[src/design/tfwf_pkg.sv]
// shared types and constants for the trigger frame window filter
package tfwf_pkg;

  localparam int TRIGGER_COUNT_BITS_DEFAULT = 16;
  localparam int FRAME_NUMBER_BITS_DEFAULT  = 64;

  localparam int FRAME_W     = 64;
  localparam int INDEX_W     = 64;
  localparam int EXPECTED_W  = 16;
  localparam int WINDOW_W    = 32;
  localparam int APB_DATA_W  = 64;
  localparam int APB_ADDR_W  = 5;

  localparam logic [FRAME_W-1:0] WINDOW_MARGIN = 64'd5;

  // register numbers, at byte address 8 * number
  localparam logic [1:0] REG_EXPECTED_TRIGGERS = 2'd0;
  localparam logic [1:0] REG_FRAMES_IN_WINDOW  = 2'd1;
  localparam logic [1:0] REG_PEDESTAL_FRAME    = 2'd2;

  typedef enum logic [1:0] {
    ST_ACCEPT   = 2'd0,
    ST_PEDESTAL = 2'd1,
    ST_IGNORE   = 2'd2,
    ST_PAST_END = 2'd3
  } status_t;

  typedef struct packed {
    logic [FRAME_W-1:0] frame_no;
    logic               trigger_seen;
  } frame_item_t;

  typedef struct packed {
    status_t            status;
    logic [INDEX_W-1:0] image_index;
    logic               sequence_start;
  } result_item_t;

endpackage

[src/design/trigger_frame_window_filter.sv]
// trigger frame window filter: frame numbers in, status and image index out
//
// One item is accepted per clock unless the output stalls; each passes the
// input register, decision stage and index stage. The trigger count and last
// trigger frame are updated in the decision stage, so each frame sees the state
// left by the frame just before it. The linear index multiply sits alone in the
// index stage. Configuration sits at byte addresses 0, 8 and 16 of a 64-bit APB
// port; the user must write it only while idle, which the block does not enforce.
module trigger_frame_window_filter #(
  parameter int TRIGGER_COUNT_BITS = tfwf_pkg::TRIGGER_COUNT_BITS_DEFAULT,
  parameter int FRAME_NUMBER_BITS  = tfwf_pkg::FRAME_NUMBER_BITS_DEFAULT
) (
  input  logic                            clk,
  input  logic                            rst,
  input  logic                            frame_valid,
  output logic                            frame_ready,
  input  tfwf_pkg::frame_item_t           frame,
  output logic                            result_valid,
  input  logic                            result_ready,
  output tfwf_pkg::result_item_t          result,
  input  logic                            psel,
  input  logic                            penable,
  input  logic                            pwrite,
  input  logic [tfwf_pkg::APB_ADDR_W-1:0] paddr,
  input  logic [tfwf_pkg::APB_DATA_W-1:0] pwdata,
  output logic [tfwf_pkg::APB_DATA_W-1:0] prdata,
  output logic                            pready
);
  import tfwf_pkg::*;

  localparam int TCB  = TRIGGER_COUNT_BITS;
  localparam int FNB  = FRAME_NUMBER_BITS;
  localparam int PROD_W = TCB + WINDOW_W;

  typedef struct packed {
    status_t            status;
    logic               use_product;
    logic [INDEX_W-1:0] base;
    logic [TCB-1:0]     count_m1;
    logic [WINDOW_W-1:0] delta;
    logic               sequence_start;
  } decide_t;

  // configuration
  logic [EXPECTED_W-1:0] expected_trigger_count;
  logic [WINDOW_W-1:0]   frames_in_window;
  logic [FRAME_W-1:0]    pedestal_frame;
  logic [1:0]            reg_sel;

  assign pready  = 1'b1;
  assign reg_sel = paddr[4:3];

  always_ff @(posedge clk) begin
    if (rst) begin
      expected_trigger_count <= '0;
      frames_in_window       <= '0;
      pedestal_frame         <= '1;
    end else if (psel && penable && pwrite && pready) begin
      unique case (reg_sel)
        REG_EXPECTED_TRIGGERS: expected_trigger_count <= pwdata[EXPECTED_W-1:0];
        REG_FRAMES_IN_WINDOW:  frames_in_window <= pwdata[WINDOW_W-1:0];
        REG_PEDESTAL_FRAME:    pedestal_frame <= pwdata;
        default: ;
      endcase
    end
  end

  always_comb begin
    unique case (reg_sel)
      REG_EXPECTED_TRIGGERS: prdata = APB_DATA_W'(expected_trigger_count);
      REG_FRAMES_IN_WINDOW:  prdata = APB_DATA_W'(frames_in_window);
      REG_PEDESTAL_FRAME:    prdata = pedestal_frame;
      default:               prdata = '0;
    endcase
  end

  // pipeline control
  logic         in_valid;
  frame_item_t  in_item;
  logic         mid_valid;
  decide_t      mid;
  logic         in_go;
  logic         mid_go;
  logic         mid_free;
  logic         out_free;

  assign out_free    = !result_valid || result_ready;
  assign mid_go      = mid_valid && out_free;
  assign mid_free    = !mid_valid || mid_go;
  assign in_go       = in_valid && mid_free;
  assign frame_ready = !in_valid || in_go;

  // window state
  logic [TCB-1:0] triggers_counted;
  logic [TCB-1:0] triggers_counted_next;
  logic [FNB-1:0] last_trigger_frame;
  logic [FNB-1:0] last_trigger_frame_next;

  logic [FNB-1:0] fr;
  logic [FNB-1:0] fm1;
  logic [FNB-1:0] delta;
  logic [FNB-1:0] delta_after;
  logic           neg;
  logic           opens;
  logic [31:0]    count_ext;
  logic [31:0]    count_after_ext;
  logic [31:0]    expected_ext;
  logic [FRAME_W-1:0] delta_wide;
  logic [FRAME_W-1:0] window_wide;
  decide_t        mid_next;

  assign fr           = in_item.frame_no[FNB-1:0];
  assign fm1          = fr - FNB'(1);
  assign delta        = fm1 - last_trigger_frame;
  assign neg          = delta[FNB-1];
  assign count_ext    = 32'(triggers_counted);
  assign expected_ext = 32'(expected_trigger_count);
  assign window_wide  = FRAME_W'(frames_in_window);

  // a trigger opens a window once the previous one has fully gone by
  // pedestal and zero frames leave the window state alone
  assign opens = in_item.trigger_seen && (fr != pedestal_frame[FNB-1:0]) && (fr != '0) &&
                 (count_ext < expected_ext) &&
                 (triggers_counted != '1) &&
                 ((triggers_counted == '0) ||
                  (!neg && (FRAME_W'(delta) > window_wide)));

  assign delta_after     = opens ? '0 : delta;
  assign delta_wide      = FRAME_W'(delta_after);
  assign triggers_counted_next = opens ? triggers_counted + TCB'(1) : triggers_counted;
  assign count_after_ext = 32'(triggers_counted_next);

  always_comb begin
    mid_next                = '0;
    mid_next.status         = ST_IGNORE;
    mid_next.count_m1       = triggers_counted_next - TCB'(1);
    mid_next.delta          = delta_wide[WINDOW_W-1:0];
    last_trigger_frame_next = last_trigger_frame;
    if (fr == pedestal_frame[FNB-1:0]) begin
      mid_next.status = ST_PEDESTAL;
      mid_next.base   = INDEX_W'(fr);
    end else if (fr == '0) begin
      mid_next.status = ST_IGNORE;
    end else if (expected_trigger_count == '0) begin
      if (FRAME_W'(fm1) >= window_wide) begin
        mid_next.status = ST_PAST_END;
      end else begin
        mid_next.status = ST_ACCEPT;
        mid_next.base   = INDEX_W'(fm1);
      end
    end else begin
      mid_next.sequence_start = opens;
      if (opens) begin
        last_trigger_frame_next = fm1;
      end
      if ((count_after_ext == expected_ext) && !delta_after[FNB-1] &&
          (delta_wide >= window_wide + WINDOW_MARGIN)) begin
        mid_next.status = ST_PAST_END;
      end else if ((triggers_counted_next != '0) && !delta_after[FNB-1] &&
                   (delta_wide < window_wide)) begin
        mid_next.status      = ST_ACCEPT;
        mid_next.use_product = 1'b1;
      end else begin
        mid_next.status = ST_IGNORE;
      end
    end
  end

  // index stage: window number times window length plus offset, or the decided base
  logic [PROD_W-1:0]  product;
  logic [INDEX_W-1:0] index_next;

  assign product    = PROD_W'(mid.count_m1) * PROD_W'(frames_in_window);
  assign index_next = mid.use_product ?
                      INDEX_W'(product) + INDEX_W'(mid.delta) : mid.base;

  always_ff @(posedge clk) begin
    if (rst) begin
      in_valid           <= 1'b0;
      mid_valid          <= 1'b0;
      result_valid       <= 1'b0;
      triggers_counted   <= '0;
      last_trigger_frame <= '0;
    end else begin
      if (frame_valid && frame_ready) begin
        in_valid <= 1'b1;
      end else if (in_go) begin
        in_valid <= 1'b0;
      end
      if (in_go) begin
        mid_valid <= 1'b1;
      end else if (mid_go) begin
        mid_valid <= 1'b0;
      end
      if (mid_go) begin
        result_valid <= 1'b1;
      end else if (result_ready) begin
        result_valid <= 1'b0;
      end
      // state only moves when the item enters the decision stage
      if (in_go) begin
        triggers_counted   <= triggers_counted_next;
        last_trigger_frame <= last_trigger_frame_next;
      end
    end
  end

  always_ff @(posedge clk) begin
    if (frame_valid && frame_ready) begin
      in_item <= frame;
    end
    if (in_go) begin
      mid <= mid_next;
    end
    if (mid_go) begin
      result.status         <= mid.status;
      result.image_index    <= index_next;
      result.sequence_start <= mid.sequence_start;
    end
  end

endmodule
[config.mk]
export PLATFORM = sky130hd
export DESIGN_NAME = trigger_frame_window_filter
export DESIGN_NICKNAME = d
export VERILOG_FILES = /design/src/design/tfwf_pkg.sv /design/src/design/trigger_frame_window_filter.sv
export SDC_FILE = /design/constraint.sdc
export NUM_CORES = 2
export LEC_CHECK = 0
export ABC_AREA = 1
export BUFFER_PORTS_ARGS = -buffer_cell sky130_fd_sc_hd__buf_2
export CORE_MARGIN = 3
export CORE_UTILIZATION = 55
export DETAILED_ROUTE_END_ITERATION = 10
export HOLD_SLACK_MARGIN = 0.02
export PLACE_DENSITY = 0.77
export SYNTH_ARGS = -nofsm -noshare
export SYNTH_HDL_FRONTEND = slang
export SYNTH_SLANG_ARGS = --single-unit
[constraint.sdc]
create_clock -name clk -period 7.73 [get_ports clk]
set_input_delay 1.1595 -clock clk [delete_from_list [all_inputs] [get_ports clk]]
set_output_delay 1.1595 -clock clk [all_outputs]
set_load 0.05 [all_outputs]
==> results_dict.tcl <==
set metrics [dict create \
    status "finished, violations left" \
    violations "negative setup slack" \
    fmax_mhz 128 \
    crit_path_top_delay_cell "edfxtp_1" \
    cp_max_fo 7 \
    first_pass_iters 9 \
    fin_cells 8244 \
    ios 275 \
    setup_viol_count_final 2 \
    avgSynthCellArea_sq_um 7.47 \
    dp_hpwl_um 139000 \
    hold_violations 0 \
    first_global_vias 44625 \
    synth_most_common_cell "nand2_1" \
    ctsHoldBuffers 0 \
    coreArea_sq_mm 0.0841 \
    period_minus_slack_ns 7.80 \
    portBuffers 270 \
    syn-num-nets 7206 \
    dieArea_sq_mm 0.0888 \
    path_clk_slew_ns 0.06 \
    syn_to_final_growth_pct 21.8 \
    critPathMostFrequentCell "nand2_2" \
    worst_pin_slew_ns 1.16 \
    yosys_warnings 0 \
    seq_area_frac_synth_pct 24.2 \
    p_total_mw 8.56 \
    wirelength_um 170000 \
    grt_remaining_overflow 0 \
    cp.required_ns 8.24 \
    num_vias 45098 \
    die_x_um 298 \
    yosysTopAreaCell "fa_1" \
    fin_util_pct 67.9 \
    power.leakage_nw 29.8 \
    num_rows 106 \
    grt_usage_pct 37.8 \
    drive_above_1_share_pct 19.0 \
    cp.arrival_ns 8.31 \
    drc 0 \
    hold_path_class "flip-flop to flip-flop" \
    postPlaceCellArea_sq_mm 0.0535 \
    synth_top_flop_cell "edfxtp_1" \
    initial_core_util_pct 55.8 \
    clock_latency_ns 0.65 \
    ys_top_cells_by_count "nand2_1, inv_1, nor2_1" \
    ys_types 53 \
    place_congestion 1.03 \
    start_kind "flip-flop" \
    grt_start_max_net_pins 98 \
    max_slew_margin_pct 22.2 \
    layout.nets 7993 \
    maxCapViolations 0 \
    grt_pass1_wl_um 257000 \
    cpPeakStageDelay_ns 0.42 \
    via_per_inst 5.47 \
    synth_top_area_share_pct 19.3 \
    rsz0062_at_grt "yes" \
    post-route-period-util_pct 101 \
    clock_sinks 443 \
    cts_buffers 54 \
    ant_nets 0 \
    irDropWorstVdd_mv 0.176 \
    synth_area_leaders "fa_1, edfxtp_1, nand2_1, inv_1, ha_1" \
    cts_buffer_depth 3 \
    synth_seq_cells 443 \
    antenna_found_initial 11 \
    async_flop_share_pct 0 \
    syn_area_sq_mm 0.0469 \
    cts_tree "done" \
    finalMaxSlewViolations 0 \
    synth_edf_count 248 \
    worstSetupPathType "flip-flop to flip-flop" \
    drtIter0Drc 4402 \
    fin_skew_ns 0.0451 \
    wire_per_inst_um 20.7 \
    root_buffer "clkbuf_16" \
    finalInstanceArea_sq_mm 0.0571 \
    netlist_instances 6274 \
    die_y_um 298 \
    worst_slack_ns -0.0694 \
    placedCellCount 8077 \
    crit_path_end_kind "flip-flop" \
    cts_max_level 2 \
    power-per-cell-area_mw_per_mm2 150 \
]
## sequential cells by signal, indices dropped and copies added, names as in the netlist
name / count
frames_in_window: 32
mid: 116
result: 67
expected_trigger_count: 16
last_trigger_frame: 64
result_valid: 1
fr: 64
in_valid: 1
mid_valid: 1
pedestal_frame: 64
triggers_counted: 16
in_item: 1
## final cells by class
cell class	instances	area (sq um)
flip-flops and latches	443	11400
repair inverters	1	6.26
inverters	1403	5280
repair buffers	942	6530
fillers	7104	27000
clock inverters	33	339
diodes	3	7.51
well taps	1134	1420
multi-input cells	4216	30700
clock buffers	69	1480
## cell usage in the layout (no fill, tap or decap), drive strengths merged, types with 53 or more instances in the layout
master and count:
xor2 180, fa 452, ha 339, nor2 467, nand4 67, inv 1409
nand3 160, edfxtp 248, nor3 65, nand2 1676, o21ai 226, buf 942
dfxtp 195, o211ai 53, clkbuf 69, a21oi 311
## power breakdown
part | internal [mW] | switching [mW] | leakage, nW | total, mW
Sequential | 2.62 | 0.0922 | 4.01 | 2.71
Clock | 1.51 | 1.14 | 0.883 | 2.65
Combinational | 1.21 | 1.99 | 24.9 | 3.20
Total | 5.34 | 3.22 | 29.8 | 8.56
## layer usage
layer  vias to the layer above  global-route usage [%]  wire length, um
met5                         -                       0               50
met4                         8                    18.9            10500
met3                       548                    7.00            16300
met2                      2346                    61.0            77200
met1                     21342                    48.9            66300
li1                      20854                       -                -
## critical path, delay by kind of cell (launching register included)
family                   cells  cell delay (ns)
AO/OA/AOI/OAI               10             1.42
XOR/XNOR                     2             0.31
adder cells (fa/ha/maj)      3             0.76
buffers and inverters       13             1.28
flip-flops                   1             0.42
AND/OR/NAND/NOR             30             3.46
## through the flow
step	TNS, ns	hold WS, ns	worst slack (ns)
after detailed placement	-2.21	0.410	-0.784
after global routing	-1.12	0.458	-0.459
after floorplan	0	0.400	0.822
final	-0.0975	0.439	-0.0694
after CTS	-0.230	0.434	-0.154
after global placement	-1.61	0.409	-0.597
## cells by family (layout without fill, tap and decap cells)
group           Yosys count  count (layout)  synth area share (%)
fa+ha+maj               791             791                  28.3
flops                   443             443                  24.2
other cells               1               4               0.00800
compound gates          705             705                  8.37
simple gates           2502            2502                  22.0
buf+inv                1615            2448                  13.0
xor+xnor                217             217                  4.05
## path summary, 6_finish.rpt
path / startpoint / endpoint / slack (ns) / cells past startpoint
worst max-delay path: fr[4]$_DFFE_PP_ / mid[115]$_SDFFCE_PP0P_ / -0.07 / 58
worst min-delay path: mid[0]$_SDFFCE_PP0P_ / result[0]$_DFFE_PP_ / 0.44 / 0
worst max register to register: fr[4]$_DFFE_PP_ / mid[115]$_SDFFCE_PP0P_ / -0.07 / 58
worst min register to register: mid[0]$_SDFFCE_PP0P_ / result[0]$_DFFE_PP_ / 0.44 / 0
## repair_timing
| action | CTS | global route |
|---|---|---|
| gates cloned | 1 | 0 |
| setup buffers | 38 | 24 |
| pin swaps | 34 | 50 |
| setup endpoints to repair | 4 | 16 |
| resized for setup | 137 | 158 |
(Power assumes the default switching activity.)
